===== config.mk =====
export PLATFORM = sky130hd
export DESIGN_NAME = modbus_rtu_response_deframer
export DESIGN_NICKNAME = d
export VERILOG_FILES = /design/src/rtl/mrrd_pkg.sv /design/src/rtl/modbus_rtu_response_deframer.sv
export SDC_FILE = /design/constraint.sdc
export NUM_CORES = 1
export LEC_CHECK = 0
export ABC_AREA = 0
export BUFFER_PORTS_ARGS = -buffer_cell sky130_fd_sc_hd__buf_2
export CORE_MARGIN = 3
export CORE_UTILIZATION = 64
export DETAILED_ROUTE_END_ITERATION = 8
export PLACE_DENSITY = 0.82
export SYNTH_ARGS = -nofsm -noshare
export SYNTH_HDL_FRONTEND = slang
export SYNTH_SLANG_ARGS = --single-unit
export TNS_END_PERCENT = 100

===== constraint.sdc =====
create_clock -name clk -period 13.22 [get_ports clk]
set_input_delay 1.322 -clock clk [delete_from_list [all_inputs] [get_ports clk]]
set_output_delay 1.322 -clock clk [all_outputs]
set_load 0.03 [all_outputs]

===== src/rtl/mrrd_pkg.sv =====
// ----------------------------------------------------------------------------
// mrrd_pkg
// Shared types, constants and the CRC-16 byte update for the Modbus RTU
// response deframer.
// ----------------------------------------------------------------------------
package mrrd_pkg;

    localparam logic [15:0] CRC_INIT = 16'hFFFF;
    localparam logic [15:0] CRC_POLY = 16'hA001;

    localparam logic [7:0] FUNC_READ_HOLDING = 8'h03;
    localparam logic [7:0] FUNC_READ_INPUT   = 8'h04;
    localparam logic [7:0] FUNC_WRITE_MULTI  = 8'h10;

    localparam logic OP_BYTE    = 1'b0;
    localparam logic OP_TIMEOUT = 1'b1;

    typedef enum logic [1:0] {
        STATUS_OK          = 2'd0,
        STATUS_CRC_ERROR   = 2'd1,
        STATUS_UNSUPPORTED = 2'd2,
        STATUS_SHORT       = 2'd3
    } frame_status_t;

    localparam int IN_DATA_W  = 8;
    localparam int OUT_DATA_W = 40;

    // One received byte folded into the running CRC, all eight shifts unrolled.
    function automatic logic [15:0] crc16_byte(input logic [15:0] crc_in,
                                               input logic [7:0]  data_in);
        logic [15:0] crc;
        crc = crc_in ^ {8'h00, data_in};
        for (int k = 0; k < 8; k++)
        begin
            if (crc[0])
            begin
                crc = (crc >> 1) ^ CRC_POLY;
            end
            else
            begin
                crc = crc >> 1;
            end
        end
        return crc;
    endfunction

endpackage


===== src/rtl/modbus_rtu_response_deframer.sv =====
// ----------------------------------------------------------------------------
// Modbus RTU response deframer
// Parses received response bytes, streams the payload bytes out and reports
// an end-of-frame status after checking the CRC-16.
// ----------------------------------------------------------------------------
//
// Channel   Dir   tdata                                      tuser
// s_axis    in    [7:0] rx_byte                              [0] operation
// m_axis    out   [7:0] data_byte, [15:8] data_index,        [0] is_status
//                 [23:16] device_address,
//                 [31:24] function_code, [33:32] frame_status
//
// Every item passes an input register, and each result it gives a result
// register; one item per cycle is sustained while m_axis is not stalled. The
// CRC update for one byte is unrolled and lies between those two registers.
// rst_n clears the parser state; the held address and function read as zero.
// A stalled m_axis holds the result register, and the input register then
// fills and drops s_axis_tready.
//
module modbus_rtu_response_deframer
    import mrrd_pkg::*;
(
    input  logic                  clk,
    input  logic                  rst_n,
    input  logic                  s_axis_tvalid,
    output logic                  s_axis_tready,
    input  logic [IN_DATA_W-1:0]  s_axis_tdata,   // [7:0] rx_byte
    input  logic                  s_axis_tuser,   // [0] operation
    output logic                  m_axis_tvalid,
    input  logic                  m_axis_tready,
    output logic [OUT_DATA_W-1:0] m_axis_tdata,   // [7:0] data_byte, [15:8] data_index,
                                                  // [23:16] device_address,
                                                  // [31:24] function_code,
                                                  // [33:32] frame_status
    output logic                  m_axis_tuser    // [0] is_status
);

    // Input register.
    logic       in_valid_reg;
    logic       in_op_reg;
    logic [7:0] in_byte_reg;

    // Parser state.
    logic [8:0]  pos_reg, pos_next;
    logic [7:0]  addr_reg, addr_next;
    logic [7:0]  func_reg, func_next;
    logic [7:0]  count_reg, count_next;
    logic [15:0] crc_reg, crc_next;
    logic [7:0]  crc_lo_reg, crc_lo_next;

    // Result register.
    logic          out_valid_reg;
    logic          out_status_reg, out_status_next;
    logic [7:0]    out_byte_reg, out_byte_next;
    logic [7:0]    out_index_reg, out_index_next;
    logic [7:0]    out_addr_reg, out_addr_next;
    logic [7:0]    out_func_reg, out_func_next;
    frame_status_t out_fs_reg, out_fs_next;
    logic          produce;

    logic        advance;
    logic [15:0] crc_upd;
    logic [8:0]  crc_lo_pos;
    logic [8:0]  data_start;
    logic [8:0]  pos_inc;
    logic [8:0]  index_full;
    logic        func_known;
    logic        func_block;

    assign advance       = in_valid_reg && (!out_valid_reg || m_axis_tready);
    assign s_axis_tready = !in_valid_reg || advance;

    assign crc_upd    = crc16_byte(crc_reg, in_byte_reg);
    assign pos_inc    = pos_reg + 9'd1;
    assign func_block = (func_reg == FUNC_READ_HOLDING) || (func_reg == FUNC_READ_INPUT);
    assign func_known = func_block || (func_reg == FUNC_WRITE_MULTI);
    assign data_start = func_block ? 9'd3 : 9'd2;
    assign crc_lo_pos = func_block ? (9'd3 + {1'b0, count_reg}) : 9'd6;
    assign index_full = pos_reg - data_start;

    always_comb
    begin
        pos_next        = pos_reg;
        addr_next       = addr_reg;
        func_next       = func_reg;
        count_next      = count_reg;
        crc_next        = crc_reg;
        crc_lo_next     = crc_lo_reg;
        produce         = 1'b0;
        out_status_next = 1'b1;
        out_byte_next   = 8'h00;
        out_index_next  = 8'h00;
        out_addr_next   = addr_reg;
        out_func_next   = func_reg;
        out_fs_next     = STATUS_OK;

        priority if (in_op_reg == OP_TIMEOUT)
        begin
            // A timeout between frames is ignored.
            if (pos_reg != 9'd0)
            begin
                produce     = 1'b1;
                out_fs_next = STATUS_SHORT;
                pos_next    = 9'd0;
                crc_next    = CRC_INIT;
                crc_lo_next = 8'h00;
            end
        end
        else if (pos_reg == 9'd0)
        begin
            addr_next  = in_byte_reg;
            func_next  = 8'h00;
            count_next = 8'h00;
            crc_next   = crc16_byte(CRC_INIT, in_byte_reg);
            pos_next   = 9'd1;
        end
        else if (pos_reg == 9'd1)
        begin
            func_next = in_byte_reg;
            crc_next  = crc_upd;
            pos_next  = 9'd2;
        end
        else if (pos_reg == 9'd2 && !(func_reg == FUNC_WRITE_MULTI))
        begin
            // Byte count for block reads; a byte swallowed for unknown functions.
            if (func_block)
            begin
                count_next = in_byte_reg;
            end
            crc_next = crc_upd;
            pos_next = 9'd3;
        end
        else if (!func_known)
        begin
            produce     = 1'b1;
            out_fs_next = STATUS_UNSUPPORTED;
            pos_next    = 9'd0;
            crc_next    = CRC_INIT;
            crc_lo_next = 8'h00;
        end
        else if (pos_reg < crc_lo_pos)
        begin
            produce         = 1'b1;
            out_status_next = 1'b0;
            out_byte_next   = in_byte_reg;
            out_index_next  = index_full[7:0];
            crc_next        = crc_upd;
            pos_next        = pos_inc;
        end
        else if (pos_reg == crc_lo_pos)
        begin
            crc_lo_next = in_byte_reg;
            pos_next    = pos_inc;
        end
        else
        begin
            produce     = 1'b1;
            out_fs_next = ({in_byte_reg, crc_lo_reg} == crc_reg) ? STATUS_OK
                                                                 : STATUS_CRC_ERROR;
            pos_next    = 9'd0;
            crc_next    = CRC_INIT;
            crc_lo_next = 8'h00;
        end
    end

    always_ff @(posedge clk or negedge rst_n)
    begin
        if (!rst_n)
        begin
            in_valid_reg  <= 1'b0;
            out_valid_reg <= 1'b0;
            pos_reg       <= 9'd0;
            addr_reg      <= 8'h00;
            func_reg      <= 8'h00;
            count_reg     <= 8'h00;
            crc_reg       <= CRC_INIT;
            crc_lo_reg    <= 8'h00;
        end
        else
        begin
            if (s_axis_tready)
            begin
                in_valid_reg <= s_axis_tvalid;
            end
            if (advance)
            begin
                out_valid_reg <= produce;
                pos_reg       <= pos_next;
                addr_reg      <= addr_next;
                func_reg      <= func_next;
                count_reg     <= count_next;
                crc_reg       <= crc_next;
                crc_lo_reg    <= crc_lo_next;
            end
            else if (m_axis_tready)
            begin
                out_valid_reg <= 1'b0;
            end
        end
    end

    always_ff @(posedge clk)
    begin
        if (s_axis_tready && s_axis_tvalid)
        begin
            in_op_reg   <= s_axis_tuser;
            in_byte_reg <= s_axis_tdata;
        end
        if (advance && produce)
        begin
            out_status_reg <= out_status_next;
            out_byte_reg   <= out_byte_next;
            out_index_reg  <= out_index_next;
            out_addr_reg   <= out_addr_next;
            out_func_reg   <= out_func_next;
            out_fs_reg     <= out_fs_next;
        end
    end

    assign m_axis_tvalid = out_valid_reg;
    assign m_axis_tuser  = out_status_reg;
    assign m_axis_tdata  = {6'b000000, out_fs_reg, out_func_reg, out_addr_reg,
                            out_index_reg, out_byte_reg};

endmodule


## Word level (Yosys, flattened, before mapping)

Cells that the tools add are included.
W data, S select, Z words.

- Logic and storage cells: 162
- Output and inout port bits: 43
- Bits in registers: 103

- Bitwise logic cells: 21
- Equality and inequality tests: 14
- Multiplexer cells: 82
- Reduce and logical (&&, ||, !) cells: 25
- Add/subtract/negate cells: 3
- Magnitude comparators: 1

Operators by type and width:

| kind | count |
|---|---|
| $mux W16 | 38 |
| $mux W8 | 14 |
| $mux W9 | 9 |
| $not A2 Y3 | 16 |
| $eq A16 B16 Y1 | 1 |
| $not A8 Y16 | 1 |
| $xor A16 B8 Y16 | 1 |
| $mux W1 | 15 |
| $mux W2 | 6 |
| $add A2 B8 Y9 const A | 1 |
| $add A9 B1 Y9 const B | 1 |
| $eq A9 B1 Y1 const B | 1 |
| $eq A9 B2 Y1 const B | 1 |
| $eq A9 B9 Y1 | 1 |
| $logic_not A9 Y1 | 1 |
| $lt A9 B9 Y1 | 1 |
| $reduce_and A3 Y1 | 3 |
| $reduce_bool A9 Y1 | 1 |
| $eq A8 B2 Y1 const B | 1 |
| $eq A8 B3 Y1 const B | 1 |
| $eq A8 B5 Y1 const B | 1 |
| $ne A2 B2 Y1 const B | 4 |
| $reduce_bool A2 Y1 | 4 |
| $sub A8 B2 Y8 | 1 |
| other kinds (12) | 22 |

## Depth between registers and ports, before layout

- Word-level depth: 33
- Gate-level depth with buffers: 15
- Mapped depth without buffers: 14

## Worst setup path after synthesis

No wires, ideal clock.

- Path kind: register to register
- Start point: reg func_reg[3]
- End point: reg out_status_reg (netlist: m_axis_tuser) (enable)
- Data arrival time: 4.340 ns
- Path buffers: 1
- Path slack: 8.453 ns
- Cell stages (with the launch flop): 12
- Cells stage by stage: dfrtp_1 > or4_1 > buf_2 > nor3_2 > nand2_1 > ha_1 > a22o_1 > o41ai_2 > nand2_1 > a31oi_1 > o21ai_0 > nor2_1

- Cells in the longest elaborated chain, start to end: 12

Ends and longest elaborated chain:

| element | RTL line | RTL |
|---|---|---|
| from (decl) | modbus_rtu_response_deframer.sv:46 | `logic [7:0] func_reg, func_next;` |
| from (signal assigned) | modbus_rtu_response_deframer.sv:190 | `func_reg <= func_next;` |
| branches (longest 7 deep; another with $lt A9 B9 Y1) | -- |  |
| $mux W1 (*) | modbus_rtu_response_deframer.sv:123 | `else if (pos_reg == 9'd2 && !(func_reg == FUNC_WRITE_MULTI))` |
| $mux W1 (*) | modbus_rtu_response_deframer.sv:117 | `else if (pos_reg == 9'd1)` |
| $mux W1 (*) | modbus_rtu_response_deframer.sv:109 | `else if (pos_reg == 9'd0)` |
| $mux W1 (*) | modbus_rtu_response_deframer.sv:97 | `priority if (in_op_reg == OP_TIMEOUT)` |
| $logic_and A1 B1 Y1 (*) | modbus_rtu_response_deframer.sv:209 | `if (advance && produce)` |
| to (signal assigned) | modbus_rtu_response_deframer.sv:211 | `out_status_reg <= out_status_next;` |
| to (decl) | modbus_rtu_response_deframer.sv:53 | `logic out_status_reg, out_status_next;` |

Every way passes the cells marked *.
A chain may end at the register's enable or synchronous reset.

## Worst setup path in the final report

- Start point: reg func_reg[5]
- End point: reg crc_reg[15]

- Cells in the longest elaborated chain, start to end: 10

Ends and longest elaborated chain:

| element | RTL line | RTL |
|---|---|---|
| $eq A8 B2 Y1 / $eq A8 B3 Y1 (equally long branches) | modbus_rtu_response_deframer.sv:75 | `assign func_block = (func_reg == FUNC_READ_HOLDING) \|\| (func_reg == FUNC_READ_INPUT);` |
| $logic_or A1 B1 Y1 | modbus_rtu_response_deframer.sv:75 |  |
| $mux W9 | modbus_rtu_response_deframer.sv:78 | `assign crc_lo_pos = func_block ? (9'd3 + {1'b0, count_reg}) : 9'd6;` |
| $lt A9 B9 Y1 | modbus_rtu_response_deframer.sv:141 | `else if (pos_reg < crc_lo_pos)` |
| $mux W16 | modbus_rtu_response_deframer.sv:141 |  |
| $mux W16 | modbus_rtu_response_deframer.sv:133 | `else if (!func_known)` |
| $mux W16 | modbus_rtu_response_deframer.sv:123 |  |
| $mux W16 | modbus_rtu_response_deframer.sv:117 |  |
| $mux W16 | modbus_rtu_response_deframer.sv:109 |  |
| $mux W16 | modbus_rtu_response_deframer.sv:97 |  |
| to (signal assigned) | modbus_rtu_response_deframer.sv:192 | `crc_reg <= crc_next;` |
| to (decl) | modbus_rtu_response_deframer.sv:48 | `logic [15:0] crc_reg, crc_next;` |

Several ways; a longest one is shown, not always the timed one.

==> flow_summary.yaml <==
floorplan:
  die_h_um: 98.3
  rows: 33
  core-area_mm2: 0.00826
  die_w_um: 98.3
  dieArea_mm2: 0.00966
  initial_core_util_pct: 66.0
  pin_count: 56
clock_network:
  cts_buffer_depth: 2
  clock_sinks: 103
  clkLatencyLatePin_ns: 0.37
  cts.repair.resized: 0
  htreeDepth: 3
  clk_pin_slew_ns: 0.11
  cts_hold_buf: 0
  cts_tree: "done"
  cts_buffers: 9
  root_buffer: "clkbuf_8"
  cts_setup_buffers: 0
logic_synthesis:
  ys_seq_area_share_pct: 51.7
  synth_edf_count: 44
  synth_seq_cells: 103
  syn_avg_cell_area_um2: 11.0
  synth_area_mm2: 0.00545
  yosysUniqueCellTypes: 60
  postSynthCellCount: 494
  synthFlopType: "edfxtp_1"
  synth_warnings: 0
  async_flop_share_pct: 57.3
finish:
  area_growth_pct: 8.63
  n_fill_cell: 616
  final_common_cell: "nor2_1"
  largest_reg_flops: 16
  multiInputGateArea_mm2: 0.00245
  stdcell_count: 643
  antenna_cells: 0
  layout.nets: 562
  regArea_mm2: 0.00282
  layout_common_cells: "nor2_1, buf_2, edfxtp_1, dfrtp_1, nand2_1"
  layout-drive-gt1-share_pct: 24.0
timing:
  finalClockSkew_ns: 0.0126
  post-route-min-period_ns: 4.79
  worst_pin_slew_ns: 1.09
  max_slew_margin_pct: 26.9
  max_freq_mhz: 209
  fin_tns_setup_ns: 0
  hold_violations: 0
  post-route-period-util_pct: 36.3
  setup_violations: 0
  rsz0062_at_grt: "no"
  drv_slew: 0
  whs_ns: 0.454
routing:
  vias: 3771
  wirelength_um: 11500
  wire_per_inst_um: 17.8
  drc_errors: 0
  ant_nets: 0
  first_iter_violations: 233
  vias_per_cell: 5.86
  drtPass1Iterations: 4
global_routing:
  grt_pass1_vias: 3767
  grt_pass1_wl_um: 18900
  grt_max_degree: 60
  grt_overflow: 0
  grt_antenna_before_repair: 0
  grt_usage_pct: 24.8
critical_path:
  crit_end: "crc_reg[15]"
  critPathKind: "reg2reg"
  cpPeakStageDelay_ns: 0.91
  end_kind: "register"
  crit_cells: 10
  r2r_slack_ns: 8.43
  cp.required_ns: 13.49
  worstPathArrival_ns: 5.07
  critPathLaunchType: "register"
  critPathTopFamily: "compound AO/OA/AOI/OAI gates"
  regToRegStartpoint: "func_reg[5]"
  critical_path_buf_inv_count: 0
  reg2reg_depth: 10
  reg2reg_to: "crc_reg[15]"
  cp_slowest_cell: "a31oi_2"
  setup.worst_path.start: "func_reg[5]"
  cp_cell_sequence: "or4_1, nor3_2, nand2_1, ha_1, a22o_1, o41ai_2, a21oi_1, a31oi_2, nor2b_1, a31oi_1"
  crit_path_max_fanout: 24
placed_design:
  hpwlAfterDp_um: 8490
  place_congestion: 0.910
  portBuffers: 49
  placed_cells: 627
pwr:
  peakVddDrop_mv: 0.111
  p_leak_nw: 2.39
  powerDensity_mw_per_mm2: 214
hold_path:
  hold_class: "reg2reg"
status:
  status: "finished clean"
job:
  maxCapViolCount: 0
power by group:
part           internal, mW  total [mW]  switching (mW)
clock                0.0730       0.192           0.119
combinational         0.204       0.543           0.339
sequential            0.452       0.529          0.0776
total                 0.729        1.26           0.536
cell usage after synthesis (all sizes together), types with 3 or more instances:
cell type	number	share of area (%)
a22o	4	0.64
nor2b	12	1.4
dfstp	16	7.7
nand2	42	2.9
clkbuf	11	0.76
edfxtp	44	24
xor2	21	3.4
buf	18	2.0
dfrtp	43	20
ha	16	3.7
and3	6	0.69
xnor2	40	6.4
nor2	57	4.2
and2	11	1.3
mux2	21	4.3
o21a	3	0.55
a21oi	23	2.3
a31oi	6	0.92
o22ai	4	0.46
nand2b	3	0.34
nor3	4	0.46
nor4	7	1.5
inv	15	1.0
o21ai	29	3.1
nand4	8	0.92
or4	3	0.55
through the flow:
| step | worst slack, ns | util (%) | power, mW | cell area [µm²] |
|---|---|---|---|---|
| 2_1_floorplan | 8.45 | - | 0.942 | 5470 |
| 3_3_place_gp | 8.77 | 69.4 | 1.06 | 5730 |
| 3_5_place_dp | 8.51 | 69.4 | 1.08 | 5730 |
| 4_1_cts | 8.48 | 71.7 | 1.27 | 5920 |
| 5_1_grt | 8.07 | 71.7 | 1.34 | 5920 |
| 6_report | 8.43 | 71.7 | 1.26 | 5920 |
worst min path at each step:
stage / from / to / slack (ns) / cells after the start
3_3_place_gp: addr_reg[4] / out_addr_reg[4] / 0.43 / 0
4_1_cts: addr_reg[2] / out_addr_reg[2] / 0.46 / 0
2_1_floorplan: addr_reg[0] / out_addr_reg[0] / 0.42 / 0
3_5_place_dp: addr_reg[2] / out_addr_reg[2] / 0.43 / 0
5_1_grt: addr_reg[2] / out_addr_reg[2] / 0.47 / 0
6_report: addr_reg[2] / out_addr_reg[2] / 0.45 / 0
logic make-up (layout without fill, tap and decap cells):
logic type                 after synthesis  count (layout)  synth area share, %
other                                    1               6               0.0688
buffers and inverters                   45              84                 3.86
adders and majority gates               16              16                 3.67
DFF                                    103             103                 51.7
and+or+nand+nor                        162             162                 15.7
xor gates and xnor gates                62              62                 10.2
muxes                                   23              23                 4.71
AOI/OAI and AO/OA                       82              82                 10.1
worst register-to-register path, cell delays in order, from the launching register on:
cell,delay (ns)
dfrtp_1,0.42
or4_1,0.72
nor3_2,0.52
nand2_1,0.12
ha_1,0.33
a22o_1,0.24
o41ai_2,0.54
a21oi_1,0.15
a31oi_2,0.91
nor2b_1,0.56
a31oi_1,0.18
area by class of cell:
type / count / share of cell area, %
sequential: 103 / 47.6
multi-input combinational: 351 / 41.4
timing repair buffer: 52 / 4.52
tap: 105 / 2.22
clock buffer: 9 / 2.09
clock inverter: 7 / 1.14
inverter: 16 / 1.01
per-layer routing:
layer / global-route usage (%) / part of all wire [%] / vias up
met5: 0 / 0 / -
met2: 42.0 / 51 / 106
met1: 32.3 / 41 / 1859
met4: 8.93 / 2.1 / 0
met3: 4.57 / 5.6 / 23
li1: - / - / 1783
No activity file was read; power rests on OpenSTA's default activity.
